==> src/rtl/size_class_free_list_allocator_top_defines.svh <==
// Assertion helpers for the allocator. Clock and reset are taken from the using scope.
`ifndef SIZE_CLASS_FREE_LIST_ALLOCATOR_TOP_DEFINES_SVH
`define SIZE_CLASS_FREE_LIST_ALLOCATOR_TOP_DEFINES_SVH

// Same-cycle implication.
`define SCLFL_ASSERT_NOW(label, prop_a, prop_c, msg) \
	label: assert property (@(posedge clk) disable iff (!arst_n) (prop_a) |-> (prop_c)) \
		else $error(msg);

// Next-cycle implication.
`define SCLFL_ASSERT_NEXT(label, prop_a, prop_c, msg) \
	label: assert property (@(posedge clk) disable iff (!arst_n) (prop_a) |=> (prop_c)) \
		else $error(msg);

`endif

==> src/rtl/sclfl_pkg.sv <==
package sclfl_pkg;

	localparam int NUM_CLASSES  = 6;
	localparam int CFG_REGS     = 6;
	localparam int MAX_BLOCKS   = 256;
	localparam int IDX_W        = $clog2(MAX_BLOCKS);
	localparam int CNT_W        = IDX_W + 1;
	localparam int CLS_W        = 3;
	localparam int ADDR_W       = 18;
	localparam int REQ_W        = 16;
	localparam int CFG_IDX_W    = 3;
	localparam int CFG_DATA_W   = 9;
	localparam int STATUS_W     = 3;
	localparam int MIN_SHIFT    = 4;
	localparam int HEADER_BYTES = 4;
	localparam int MEM_DEPTH    = NUM_CLASSES * MAX_BLOCKS;
	localparam int MEM_AW       = $clog2(MEM_DEPTH);

	localparam logic OP_ALLOC = 1'b0;
	localparam logic OP_FREE  = 1'b1;

	typedef enum logic [STATUS_W-1:0] {
		ST_ALLOC     = 3'd0,
		ST_FREED     = 3'd1,
		ST_ZERO      = 3'd2,
		ST_NO_BLOCK  = 3'd3,
		ST_BAD_ADDR  = 3'd4,
		ST_FULL      = 3'd5
	} status_t;

	typedef logic [CLS_W-1:0]  cls_t;
	typedef logic [IDX_W-1:0]  idx_t;
	typedef logic [CNT_W-1:0]  cnt_t;
	typedef logic [ADDR_W-1:0] addr_t;

	// Pool layout, rebuilt after every configuration transaction to a class register.
	typedef struct packed {
		logic                      busy;
		logic                      load;
		addr_t                     total;
		addr_t [NUM_CLASSES-1:0]   base;
		addr_t [NUM_CLASSES-1:0]   lim;
		cnt_t  [NUM_CLASSES-1:0]   blocks;
	} layout_t;

	// Decoded request, captured into stage 1.
	typedef struct packed {
		status_t status;
		cls_t    cls;
		idx_t    idx;
		idx_t    pos;
		logic    mem_hit;
	} dec_t;

	function automatic addr_t class_size(input cls_t c);
		return addr_t'(1) << (MIN_SHIFT + int'(c));
	endfunction

endpackage

==> src/rtl/sclfl_decode.sv <==
module sclfl_decode import sclfl_pkg::*; (
	input  logic                   operation,
	input  logic [REQ_W-1:0]       request_size,
	input  addr_t                  block_address,
	input  layout_t                lay,
	input  idx_t [NUM_CLASSES-1:0] head,
	input  cnt_t [NUM_CLASSES-1:0] count,
	input  cnt_t [NUM_CLASSES-1:0] fill,
	output dec_t                   dec
);

	always_comb begin
		logic [REQ_W:0] need;
		addr_t          off;
		addr_t          rel;
		addr_t          size;
		idx_t           lag;
		cls_t           sel;
		logic           hit;

		dec  = '0;
		need = {1'b0, request_size} + (REQ_W + 1)'(HEADER_BYTES);
		off  = block_address - addr_t'(HEADER_BYTES);
		rel  = '0;
		size = '0;
		lag  = '0;
		sel  = '0;
		hit  = 1'b0;

		if (operation == OP_ALLOC) begin
			for (int c = 0; c < NUM_CLASSES; c++) begin
				if (!hit && class_size(cls_t'(c)) >= addr_t'(need) && count[c] != '0) begin
					hit = 1'b1;
					sel = cls_t'(c);
				end
			end
			if (request_size == '0) begin
				dec.status = ST_ZERO;
			end else if (hit) begin
				dec.status = ST_ALLOC;
				dec.cls    = sel;
				dec.pos    = head[sel];
				// ring slot already rewritten since the rebuild, else it still holds its own index
				lag         = head[sel] - lay.blocks[sel][IDX_W-1:0];
				dec.mem_hit = cnt_t'(lag) < fill[sel];
			end else begin
				dec.status = ST_NO_BLOCK;
			end
		end else begin
			dec.status = ST_BAD_ADDR;
			if (block_address >= addr_t'(HEADER_BYTES)) begin
				// region ends ascend, so the first end above the offset is the region
				for (int c = 0; c < NUM_CLASSES; c++) begin
					if (!hit && off < lay.lim[c]) begin
						hit = 1'b1;
						sel = cls_t'(c);
					end
				end
				if (hit) begin
					rel  = off - lay.base[sel];
					size = class_size(sel);
					if ((rel & (size - addr_t'(1))) == '0) begin
						dec.cls    = sel;
						dec.idx    = idx_t'(rel >> (MIN_SHIFT + int'(sel)));
						dec.pos    = head[sel] + count[sel][IDX_W-1:0];
						dec.status = (count[sel] >= lay.blocks[sel]) ? ST_FULL : ST_FREED;
					end
				end
			end
		end
	end

endmodule
==> config.mk <==
export PLATFORM = sky130hd
export DESIGN_NAME = sclfl_decode
export DESIGN_NICKNAME = d
export VERILOG_FILES = /design/src/rtl/size_class_free_list_allocator_top_defines.svh /design/src/rtl/sclfl_pkg.sv /design/src/rtl/sclfl_decode.sv
export SDC_FILE = /design/constraint.sdc
export NUM_CORES = 1
export LEC_CHECK = 0
export BUFFER_PORTS_ARGS = -buffer_cell sky130_fd_sc_hd__buf_4
export CAP_MARGIN = 20
export CORE_AREA = 4 4 193 195
export DETAILED_ROUTE_END_ITERATION = 8
export DIE_AREA = 0 0 197 199
export SYNTH_ARGS = -nofsm -noshare
export SYNTH_HDL_FRONTEND = slang
export SYNTH_SLANG_ARGS = --single-unit
==> constraint.sdc <==
create_clock -name vclk -period 19.24
set_input_delay 5.772 -clock vclk [all_inputs]
set_output_delay 5.772 -clock vclk [all_outputs]
set_load 0.01 [all_outputs]
* After elaboration in Yosys (flattened, before gate mapping)
Cells that the tools add are included.
** Storage, ports and cells
- Output and inout bits :: 23
- Logic and storage cells :: 132
- Bits of input ports :: 481
- Flip-flop bits (word level) :: 0
** Cells by class
- Add/sub/neg operators :: 7
- Order comparisons :: 17
- Reductions and logical operators :: 34
- Bitwise logic cells :: 1
- Mux-type cells :: 71
- Shift operators :: 2
** Operators by type and width (count)
- 9-bit binary-select mux with 3-bit select :: 4
- 18-bit less-than comparator :: 6
- 22-bit two-way mux :: 3
- 18-bit binary-select mux with 3-bit select :: 1
- 9-bit nonzero test :: 6
- 8-bit binary-select mux with 3-bit select :: 2
- 3-bit two-way mux :: 15
- 9-bit two-way mux :: 5
- 8-bit two-way mux :: 5
- 1-bit two-way mux :: 33
- 1-bit by 32-bit << shifter with 18-bit output, first input constant :: 1
- 18-bit AND :: 1
- 18-bit by 3-bit >= comparator with 1-bit output, second input constant :: 1
- 18-bit zero test :: 1
- 18-bit two-way mux :: 1
- 18-bit by 4-bit >> shifter with 8-bit output :: 1
- 18-bit by 1-bit subtractor with 18-bit output, second input constant :: 1
- 18-bit subtractor :: 1
- 18-bit by 3-bit subtractor with 18-bit output, second input constant :: 1
- 16-bit by 3-bit adder with 17-bit output, second input constant :: 1
- 10-bit by 17-bit >= comparator with 1-bit output, first input constant :: 1
- 5-bit by 17-bit >= comparator with 1-bit output, first input constant :: 1
- 6-bit by 17-bit >= comparator with 1-bit output, first input constant :: 1
- 7-bit by 17-bit >= comparator with 1-bit output, first input constant :: 1
- 13 further kinds :: 38

* Logic depth before layout (Yosys ltp)
- Depth after elaboration :: 39
- Gate-level depth with buffers :: 36
- Mapped depth without buffers :: 33

* Worst setup path after synthesis
Ideal clock, no wire load.
- Path type :: input to output
- From :: in block_address[7]
- To :: out dec[17] (netlist bit)
- Slack :: 0.589 ns
- Stages on the path :: 35
- Path buffers :: 3
- Required time :: 13.468 ns
- Arrival :: 12.879 ns
- Cell sequence :: or4_1 > nor4_1 > nand2b_1 > nor2_1 > nand2_1 > or2_2 > nor4_1 > xor2_1 > ha_1 > and4_1 > o211ai_1 > o31ai_1 > inv_1 > a21oi_1 > and2_1 > clkbuf_1 > buf_2 > mux2i_1 > nand2_1 > a21oi_1 > a21oi_1 > ha_1 > fa_1 > nor2b_1 > o2111ai_1 > a31oi_1 > a21o_1 > a21oi_1 > xnor2_1 > nand4_1 > a311oi_1 > nor4_1 > nand2_1 > clkbuf_1 > o22ai_1
** RTL lines
- start, declared :: line sclfl_decode.sv:4 : input addr_t block_address,
- end, declared :: line sclfl_decode.sv:9 : output dec_t dec

==> impl_metrics.toml <==
[status]
status = "finished, final reports clean"

[critical_path]
cp_max_fo = 11
startpoint_type = "input port"
end_kind = "primary output"
cp_num_buf_inv = 10
cp_top_family = "simple AND/OR/NAND/NOR gates"
crit_top_cell = "buf_4"
crit_arrival_ns = 13.07
required_ns = 13.47
path_class = "in2out"
cp_slowest_stage_delay_ns = 0.54
crit_slowest_cell = "or4_4"

[floorplanning]
io_pins = 504
die_y_um = 199
start_util_pct = 26.5
num_rows = 69
die_area_mm2 = 0.0392
die_w_um = 197
core_mm2 = 0.0354

[final_layout]
nClkBuffers = 0
nets = 2556
drive_gt1_share_pct = 34.0
numSequentialCells = 0
areaGrowthSynthToFinish_pct = 53.3
seq_area_um2 = 0
fin_cells = 2380
n_fill_cell = 3766
multi_input_area_mm2 = 0.00887

[sta]
worstMarginPinSlew_ns = 0.743
min_period_over_period_pct = 97.9
fin_tns_setup_ns = 0
hold_violations = 0
fmax_ghz = 0.0531
drv_slew = 0
layout_min_cycle_time_ns = 18.84
slew_headroom_pct = 50.5
finalSetupViolCount = 0

[detailed_routing]
via_count = 12400
drc = 0
top_layer = "met5"
wl_mm = 47.7
drt-wirelength-per-cell_um = 20.1
ant_nets = 0
dr_wl_met2_mm = 22.8
vias_per_cell = 5.20
met3_length_mm = 2.90
drt-met1-wl_mm = 20.6
drtIter0Drc = 644
firstDrtPassIters = 5

[synthesis]
synth_area_leaders = "ha_1 21%, mux2i_1 15%, nand2_1 7.4%"
synth_area_leader_cell = "ha_1"
synth-seq-area-share_pct = 0
yosysWarningCount = 0
avgSynthCellArea_um2 = 6.73
yosysUniqueCellTypes = 78
synth_cells = 1394
synth_area_mm2 = 0.00938
synth_top_cell_area_share_pct = 20.5
synth_fp_nets = 2032

[placed_design]
gp_congestion = 0.943
numPortBuffers = 478
placed_cells = 2363
dp_hpwl_mm = 41.0

[job]
drv_cap = 0

[global_routing]
antenna_found_initial = 4
grt_max_degree = 42
grt_pass1_wl_mm = 69.1
grt-ovfl-total = 0
grt.total_usage_pct = 22.3
grt_pass1_vias = 12300

[min_path]
hp-class = "in2out"
min_to = "dec[21]"
holdPathStages = 3
min-delay-start = "operation"

[clock_tree]
postCtsHoldBufs = 0
[metal layers]
metal	vias up	track usage, %
li1	6108	-
met1	5739	29.7
met2	453	38.6
met3	76	2.61
met4	4	5.68
met5	-	0
[cell families (layout without fill, tap and decap cells)]
kind of cell,after synthesis,count (layout),synth area share [%]
other,0,3,0
adder cells (fa/ha/maj),157,157,21.2
buffers and inverters,198,720,8.57
AND/OR/NAND/NOR,464,464,23.3
multiplexers,166,166,18.1
XOR/XNOR,44,44,4.11
AO/OA/AOI/OAI,365,365,24.7
[synthesized netlist by cell type (6+ instances only)]
cell type,number
ha_1,154
nor3_1,24
buf_1,9
o22ai_1,16
xnor2_1,26
nand2b_1,12
buf_2,16
mux2_1,16
o21a_1,12
o21ai_0,52
xor2_1,18
a31oi_1,31
and2_1,7
nand2_1,186
a21o_1,31
nor2b_1,17
a21oi_1,119
mux2i_1,144
nor4_1,14
or3_1,10
nand4_1,18
clkbuf_1,27
nand3_1,48
inv_1,137
o211ai_1,13
or4_1,6
a211oi_1,15
o21ai_1,16
nor2_1,95
[how the worst max path moves through the flow]
stage,slack (ns),depth (start not counted),to,from
after floorplan,0.59,35,dec[17],block_address[7]
after global placement,-0.84,39,dec[9],block_address[7]
after detailed placement,-0.93,38,dec[14],block_address[7]
after CTS,0.005,40,dec[9],block_address[7]
after global routing,-0.05,43,dec[9],block_address[7]
final,0.40,42,dec[6],block_address[7]
[cells in the final DEF, fill, tap and decap left out, types with 4 or more instances in the layout]
| cell type | instances |
|---|---|
| nand4_1 | 18 |
| o21ai_0 | 52 |
| nand2_2 | 4 |
| mux2i_1 | 142 |
| nand2_1 | 182 |
| or3_1 | 10 |
| mux2_2 | 5 |
| nor2b_1 | 16 |
| and4_1 | 4 |
| xnor2_1 | 25 |
| nor2_1 | 91 |
| ha_1 | 153 |
| a31oi_2 | 4 |
| and2_1 | 6 |
| inv_1 | 137 |
| o21a_1 | 12 |
| a21oi_2 | 6 |
| nor4_1 | 11 |
| mux2_1 | 16 |
| o2bb2ai_1 | 5 |
| o21ai_1 | 16 |
| nand2b_1 | 12 |
| o211ai_1 | 13 |
| a21o_1 | 30 |
| buf_4 | 578 |
| o211a_1 | 4 |
| or4_1 | 5 |
| a31oi_1 | 26 |
| xor2_1 | 18 |
| a211oi_1 | 13 |
| a21oi_1 | 113 |
| nand3_1 | 48 |
| nor3_1 | 22 |
| o22ai_1 | 16 |
[through the flow]
step	util (%)	hold WS (ns)	worst slack (ns)	cell area, um^2
after global placement	39.6	11.83	-0.842	14000
after detailed placement	39.6	11.84	-0.932	14000
after global routing	40.6	11.85	-0.0512	14400
final	40.6	11.85	0.396	14400
after CTS	39.9	11.84	0.00522	14100
after floorplan	-	11.59	0.589	9380
[final cells by class]
type	instances	area share (%)
well taps	461	4.01
repair buffers	582	30.7
multi-input cells	1196	61.7
inverters	138	3.60
diodes	3	0.0522
[tightest hold or removal path, stage by stage]
cell and delay, ns:
buf_4 0.12, a21oi_1 0.05, buf_4 0.14
[what timing repair did]
| action | CTS | global route |
|---|---|---|
| setup buffers | 4 | 10 |
| resized for setup | 16 | 40 |
| gates cloned | 0 | 0 |
| setup endpoints to repair | 21 | 21 |
| pin swaps | 5 | 15 |
