==> src/rtl/size_class_free_list_allocator_top_defines.svh <==
// Assertion helpers for the allocator. Clock and reset are taken from the using scope.
`ifndef SIZE_CLASS_FREE_LIST_ALLOCATOR_TOP_DEFINES_SVH
`define SIZE_CLASS_FREE_LIST_ALLOCATOR_TOP_DEFINES_SVH

// Same-cycle implication.
`define SCLFL_ASSERT_NOW(label, prop_a, prop_c, msg) \
	label: assert property (@(posedge clk) disable iff (!arst_n) (prop_a) |-> (prop_c)) \
		else $error(msg);

// Next-cycle implication.
`define SCLFL_ASSERT_NEXT(label, prop_a, prop_c, msg) \
	label: assert property (@(posedge clk) disable iff (!arst_n) (prop_a) |=> (prop_c)) \
		else $error(msg);

`endif

==> src/rtl/sclfl_pkg.sv <==
package sclfl_pkg;

	localparam int NUM_CLASSES  = 6;
	localparam int CFG_REGS     = 6;
	localparam int MAX_BLOCKS   = 256;
	localparam int IDX_W        = $clog2(MAX_BLOCKS);
	localparam int CNT_W        = IDX_W + 1;
	localparam int CLS_W        = 3;
	localparam int ADDR_W       = 18;
	localparam int REQ_W        = 16;
	localparam int CFG_IDX_W    = 3;
	localparam int CFG_DATA_W   = 9;
	localparam int STATUS_W     = 3;
	localparam int MIN_SHIFT    = 4;
	localparam int HEADER_BYTES = 4;
	localparam int MEM_DEPTH    = NUM_CLASSES * MAX_BLOCKS;
	localparam int MEM_AW       = $clog2(MEM_DEPTH);

	localparam logic OP_ALLOC = 1'b0;
	localparam logic OP_FREE  = 1'b1;

	typedef enum logic [STATUS_W-1:0] {
		ST_ALLOC     = 3'd0,
		ST_FREED     = 3'd1,
		ST_ZERO      = 3'd2,
		ST_NO_BLOCK  = 3'd3,
		ST_BAD_ADDR  = 3'd4,
		ST_FULL      = 3'd5
	} status_t;

	typedef logic [CLS_W-1:0]  cls_t;
	typedef logic [IDX_W-1:0]  idx_t;
	typedef logic [CNT_W-1:0]  cnt_t;
	typedef logic [ADDR_W-1:0] addr_t;

	// Pool layout, rebuilt after every configuration transaction to a class register.
	typedef struct packed {
		logic                      busy;
		logic                      load;
		addr_t                     total;
		addr_t [NUM_CLASSES-1:0]   base;
		addr_t [NUM_CLASSES-1:0]   lim;
		cnt_t  [NUM_CLASSES-1:0]   blocks;
	} layout_t;

	// Decoded request, captured into stage 1.
	typedef struct packed {
		status_t status;
		cls_t    cls;
		idx_t    idx;
		idx_t    pos;
		logic    mem_hit;
	} dec_t;

	function automatic addr_t class_size(input cls_t c);
		return addr_t'(1) << (MIN_SHIFT + int'(c));
	endfunction

endpackage

==> src/rtl/sclfl_if.sv <==


interface sclfl_cfg_if import sclfl_pkg::*; ();
	logic                  valid;
	logic                  ready;
	logic [CFG_IDX_W-1:0]  index;
	logic [CFG_DATA_W-1:0] data;

	modport source(output valid, index, data, input ready);
	modport sink(input valid, index, data, output ready);
endinterface

==> src/rtl/sclfl_layout.sv <==
module sclfl_layout import sclfl_pkg::*; (
	input  logic    clk,
	input  logic    arst_n,
	sclfl_cfg_if.sink cfg,
	output layout_t lay
);

	logic [CFG_DATA_W-1:0]   cfg_q [CFG_REGS];
	cnt_t [NUM_CLASSES-1:0]  blocks;
	addr_t [NUM_CLASSES-1:0] base_q;
	addr_t [NUM_CLASSES-1:0] lim_q;
	addr_t                   acc_q;
	addr_t                   total_q;
	addr_t                   span;
	cls_t                    step_q;
	logic                    busy_q;
	logic                    cfg_hit;
	logic                    last_step;

	assign cfg.ready = 1'b1;
	assign cfg_hit   = cfg.valid && cfg.ready && (cfg.index < CFG_IDX_W'(CFG_REGS));
	assign last_step = (step_q == cls_t'(NUM_CLASSES - 1));

	// counts above the ring depth saturate
	always_comb begin
		blocks = '0;
		for (int c = 0; c < CFG_REGS; c++) begin
			blocks[c] = (cfg_q[c] > CFG_DATA_W'(MAX_BLOCKS)) ? cnt_t'(MAX_BLOCKS)
			                                                 : cnt_t'(cfg_q[c]);
		end
	end

	assign span = addr_t'(blocks[step_q]) << (MIN_SHIFT + int'(step_q));

	// One class per cycle: region start, region end, running total.
	always_ff @(posedge clk or negedge arst_n) begin
		if (!arst_n) begin
			for (int c = 0; c < CFG_REGS; c++) begin
				cfg_q[c] <= '0;
			end
			base_q  <= '0;
			lim_q   <= '0;
			acc_q   <= '0;
			total_q <= '0;
			step_q  <= '0;
			busy_q  <= 1'b0;
		end else if (cfg_hit) begin
			cfg_q[cfg.index] <= cfg.data;
			acc_q            <= '0;
			step_q           <= '0;
			busy_q           <= 1'b1;
		end else if (busy_q) begin
			base_q[step_q] <= acc_q;
			lim_q[step_q]  <= acc_q + span;
			acc_q          <= acc_q + span;
			if (last_step) begin
				busy_q  <= 1'b0;
				total_q <= acc_q + span;
			end else begin
				step_q <= step_q + cls_t'(1);
			end
		end
	end

	always_comb begin
		lay.busy   = busy_q;
		lay.load   = busy_q && last_step;
		lay.total  = acc_q + span;
		lay.base   = base_q;
		lay.lim    = lim_q;
		lay.blocks = blocks;
		if (!busy_q) begin
			lay.total = total_q;
		end
	end

endmodule

==> src/flat_wrapper.sv <==
// flat-port wrapper written by rule: the top's interface ports become plain ports
module sclfl_layout_flat import sclfl_pkg::*;
  (clk, arst_n, lay, cfg_valid, cfg_index, cfg_data, cfg_ready);
  sclfl_cfg_if cfg_i ();
  input  logic clk;
  input  logic arst_n;
  output layout_t lay;
  input wire logic [$bits(cfg_i.valid)-1:0] cfg_valid;
  input wire logic [$bits(cfg_i.index)-1:0] cfg_index;
  input wire logic [$bits(cfg_i.data)-1:0] cfg_data;
  output wire logic [$bits(cfg_i.ready)-1:0] cfg_ready;
  assign cfg_i.valid = cfg_valid;
  assign cfg_i.index = cfg_index;
  assign cfg_i.data = cfg_data;
  assign cfg_ready = cfg_i.ready;
  sclfl_layout u_core (.clk(clk), .arst_n(arst_n), .cfg(cfg_i), .lay(lay));
endmodule
==> config.mk <==
export PLATFORM = sky130hd
export DESIGN_NAME = sclfl_layout_flat
export DESIGN_NICKNAME = d
export VERILOG_FILES = /design/src/rtl/size_class_free_list_allocator_top_defines.svh /design/src/rtl/sclfl_pkg.sv /design/src/rtl/sclfl_if.sv /design/src/rtl/sclfl_layout.sv /design/src/flat_wrapper.sv
export SDC_FILE = /design/constraint.sdc
export NUM_CORES = 1
export LEC_CHECK = 0
export BUFFER_PORTS_ARGS = -buffer_cell sky130_fd_sc_hd__buf_2
export CORE_ASPECT_RATIO = 0.6
export CORE_MARGIN = 2
export CORE_UTILIZATION = 25
export DETAILED_ROUTE_END_ITERATION = 12
export PLACE_DENSITY_LB_ADDON = 0.25
export SLEW_MARGIN = 20
export SYNTH_ARGS = -nofsm -noshare
export SYNTH_HDL_FRONTEND = slang
export SYNTH_SLANG_ARGS = --single-unit
==> constraint.sdc <==
create_clock -name clk -period 10.95 [get_ports clk]
set_clock_uncertainty 0.1 [all_clocks]
set_input_delay 0.5475 -clock clk [delete_from_list [all_inputs] [get_ports clk]]
set_output_delay 0.5475 -clock clk [all_outputs]
set_load 0.005 [all_outputs]
=== After elaboration in Yosys (flattened, before gate mapping) ===
Index checks and enable logic that the tools add are counted.

* Bits in registers: 310
* Input bits: 15
* Output and inout port bits: 291

* Add/subtract/negate cells: 3
* $lt $le $gt $ge: 11
* Equal/unequal tests: 2
* Shift-type cells: 1
* Mux-type cells: 24
* Bitwise logic cells: 2
* Reductions and logical operators: 8

{| class="wikitable"
|+ Operators with widths
! operator !! count
|-
| bitwise mux 108 bit || 2
|-
| two-way mux 18 bit || 4
|-
| two-way mux 9 bit || 8
|-
| bitwise mux 54 bit || 1
|-
| demux 18 bit (select 3 bit) || 1
|-
| greater-than comparator 9 bit (second input constant) || 6
|-
| left shift 9 x 32 -> 18 bit || 1
|-
| binary-select mux 9 bit (select 3 bit) || 1
|-
| demux 9 bit (select 3 bit) || 1
|-
| adder 18 bit || 1
|-
| two-way mux 3 bit || 3
|-
| adder 3 x 3 -> 4 bit (first input constant) || 1
|-
| >= comparator 4 bit (second input constant) || 1
|-
| logical AND 1 bit || 4
|-
| < comparator 3 x 4 -> 1 bit (second input constant) || 1
|-
| < comparator 4 x 1 -> 1 bit (second input constant) || 1
|-
| inverter 3 -> 4 bit || 1
|-
| AND reduction 2 bit || 2
|-
| adder 3 x 1 -> 3 bit (second input constant) || 1
|-
| equality test 3 bit (second input constant) || 1
|-
| >= comparator 3 x 1 -> 1 bit (second input constant) || 1
|-
| < comparator 3 bit (second input constant) || 1
|-
| two-way mux 1 bit || 3
|-
| AND reduction 3 bit || 1
|-
| 3 further kinds || 3
|}

=== Logic depth before layout (Yosys ltp) ===
* Depth after elaboration: 8
* Gate-level depth with buffers: 17

=== Worst setup path before layout ===
OpenSTA, ideal clock, no wires.

* Path kind: register -> output
* Start: register u_core.step_q[1]
* End: output port lay[286] (netlist bit)
* Arrival time: 3.512 ns
* Setup slack: 6.791 ns
* Cell stages (with the launch flop): 15
* Path through: dfrtp_1 -> buf_4 -> or3b_1 -> o22ai_1 -> nor3_1 -> mux2_2 -> a221o_1 -> ha_1 -> o211ai_1 -> nor2_1 -> o211a_1 -> a211oi_1 -> a41o_1 -> buf_2 -> o31ai_1

{| class="wikitable"
|+ RTL lines
! what !! line !! text
|-
| start, declared || sclfl_layout.sv:15 || <nowiki>cls_t step_q;</nowiki>
|-
| start signal, assigned || sclfl_layout.sv:60 || <nowiki>step_q <= step_q + cls_t'(1);</nowiki>
|-
| end, declared || flat_wrapper.sv:7 || <nowiki>output layout_t lay;</nowiki>
|}

==> out/results.ini <==
[yosys]
synth_top_area_frac=0.557
async_flop_share=1.00
synth-xor-area-share=0.00926
synthDistinctLibCells=73
ys_warn_count=0
synth_flop_cell=dfrtp_1
synth-adder-area-share=0.0185
yosysTopAreaCell=dfrtp_1
synth-seq-cells=310
syn_inst=1205
syn_avg_cell_area_um2=11.6
synth_top_family_by_area=multiplexers
synth_common_cells=310 x dfrtp_1, 166 x mux2_2, 151 x nand2_1
synth_edf_count=0
yosysSeqAreaShare=0.557
yosys.area_share.simple=0.114
synth.area.top_cells=dfrtp_1 56%, mux2_2 13%, o21ai_0 4.3%
synth_area_um2=13900
muxShareOfSynthArea=0.163
synth_compound_area_frac=0.106
synth_most_common_cell=dfrtp_1

[floorplan]
ios=306
die_area_um2=57600
die_w_um=309
initial_core_util=0.255
core_area_um2=54600
die_height_um=187
rows=66

[placement]
gp_congestion=0.853
portBuffers=304
place_hpwl_um=33500
post-place-ws_ns=5.40
dp_cells=2194

[power]
p_leak_nw=8.51
vdd_drop_max_v=0.000154
p_per_area_nw_per_um2=349

[drt]
ant_nets=0
wl_per_cell_um=21.3
vias=10400
drc_errors=0
drtPass1Iterations=4
drtIter0Drc=803
vias_per_cell=4.62
wl_um=48100

[layout]
drive_gt1_frac=0.394
layout.nets=1518
seqCellArea_um2=7760
final_cells=2256
multi_input_area_um2=5800
syn_to_final_growth_pct=24.8
n_fill_cell=5606
finalCoreUtilization=0.318

[grt]
gr-total-overflow=0
grt_first_pass_wirelength_um=71900
antenna_found_initial=7
grt_start_max_net_pins=138
grt_usage=0.166
grt_pass1_vias=10500

[run_status]
status=finished, violations left
violations=hold timing

[critical_path]
cp-endpoint=lay[282]
crit_required_ns=10.30
worst_setup_path_end_kind=primary output
crit_path_start=u_core.step_q[0]
worstRegToRegCells=12
r2r_end=u_core.lay[154]
critPathMaxFanout=33
cp_data_arrival_time_ns=5.50
crit-reg2reg-launch=u_core.step_q[0]
cp-start-kind=flip-flop
reg2reg_slack_ns=5.86
critPathKind=reg -> out

[sta]
worst_slew_pin_slew_ns=1.09
fin_crit_sh=0.561
drv_slew=0
fin_ws_ns=4.80
max_freq_mhz=163
hold_ws_ns=-0.00966
rsz0062_at_grt=false
tns_ns=0
hold_violations=5
slew_headroom=0.267
period_minus_slack_ns=6.15
setup_viol=0

[clocking]
clock_path_buffers=3
cts_tree=yes
numCtsBuffers=35
post_cts_buffers=0
cts.sinks=310
insertion_delay_ns=0.53
cts_resized=0
htree_num_levels=2
clk_pin_slew_ns=0.06
cts_root_buffer=clkbuf_16
holdBufCountCts=0

[flow_run]
cap_violations=0

[hold_path]
min_path_type=in -> async

-- logic make-up after synthesis --
family | count (synthesis)
mux | 196
flops | 310
compound gates | 233
other cells | 2
simple gates | 329
xor+xnor | 13
buf+inv | 102
fa+ha+maj | 20
-- routing by layer --
layer / vias up / wire [um] / global-route usage
li1: 4788 / - / -
met1: 5256 / 23100 / 0.238
met2: 301 / 20000 / 0.240
met3: 74 / 3840 / 0.0530
met4: 2 / 1200 / 0.0426
met5: - / 13 / 0
-- state kept, by name (all words and copies together) (netlist names) --
name            count
u_core.step_q       3
u_core.cfg_q       54
u_core.busy_q       1
u_core.acc_q       18
u_core.total_q     18
u_core.lay        216
-- metrics by stage --
step                      power (mW)  instance area (um^2)
after floorplan                 3.49                 13900
after global placement          4.88                 16200
after detailed placement        4.93                 16200
after CTS                       6.16                 17400
after global routing            6.52                 17400
final                           6.05                 17400
-- area by class of cell --
class | count | share of cell area
Antenna cell | 3 | 0.000432
Clock buffer | 47 | 0.0571
Clock inverter | 12 | 0.00814
Inverter | 19 | 0.00410
Multi-Input combinational cell | 797 | 0.334
Sequential cell | 310 | 0.446
Tap cell | 748 | 0.0539
Timing Repair Buffer | 320 | 0.0958
-- layout by cell type (no fill, tap or decap), types with 6 or more instances in the layout --
cell type / instances
inv_1: 17
buf_2: 303
clkbuf_1: 6
dfrtp_1: 310
a211oi_1: 10
nor3_1: 14
buf_4: 15
a21oi_1: 26
mux2i_1: 10
ha_1: 19
nor2b_1: 50
conb_1: 6
nand2_1: 150
o41ai_1: 8
clkbuf_16: 36
nand3_1: 8
o31ai_1: 11
or2_2: 7
nor2_1: 48
o22ai_1: 11
and3_1: 9
o21ai_0: 120
mux2_4: 20
a31oi_1: 6
xor2_1: 7
mux2_2: 166
a21o_1: 6
-- report_power, final --
part	total (mW)	switching, mW	internal [mW]	leakage [nW]
Sequential	1.92	0.344	1.57	3.96
Clock	1.19	0.500	0.687	0.551
Combinational	2.95	1.77	1.18	4.00
-- worst min-delay path by stage --
| stage | start | end | slack (ns) | cells past startpoint |
|---|---|---|---|---|
| 2_1_floorplan | arst_n | u_core.acc_q[0] | 0.15 | 0 |
| 6_report | arst_n | u_core.lay[100] | -0.01 | 1 |
| 4_1_cts | arst_n | u_core.lay[100] | 0.02 | 1 |
| 3_5_place_dp | u_core.lay[143] | u_core.lay[143] | 0.36 | 2 |
| 3_3_place_gp | u_core.total_q[17] | u_core.total_q[17] | 0.36 | 2 |
| 5_1_grt | arst_n | u_core.lay[100] | 0.03 | 1 |
-- critical path, cell delays in order, from the launching register on --
cell and delay (ns):
dfrtp_1 1.02, or3b_1 0.51, o22ai_1 0.29, nor3_1 0.12
mux2_2 0.32, a221o_1 0.35, ha_1 0.37, a21o_1 0.28
nor3_1 0.19, nand3_1 0.30, a221oi_4 0.41, xor2_2 0.46
o21ai_0 0.18, buf_2 0.16
(Power assumes the default switching activity.)
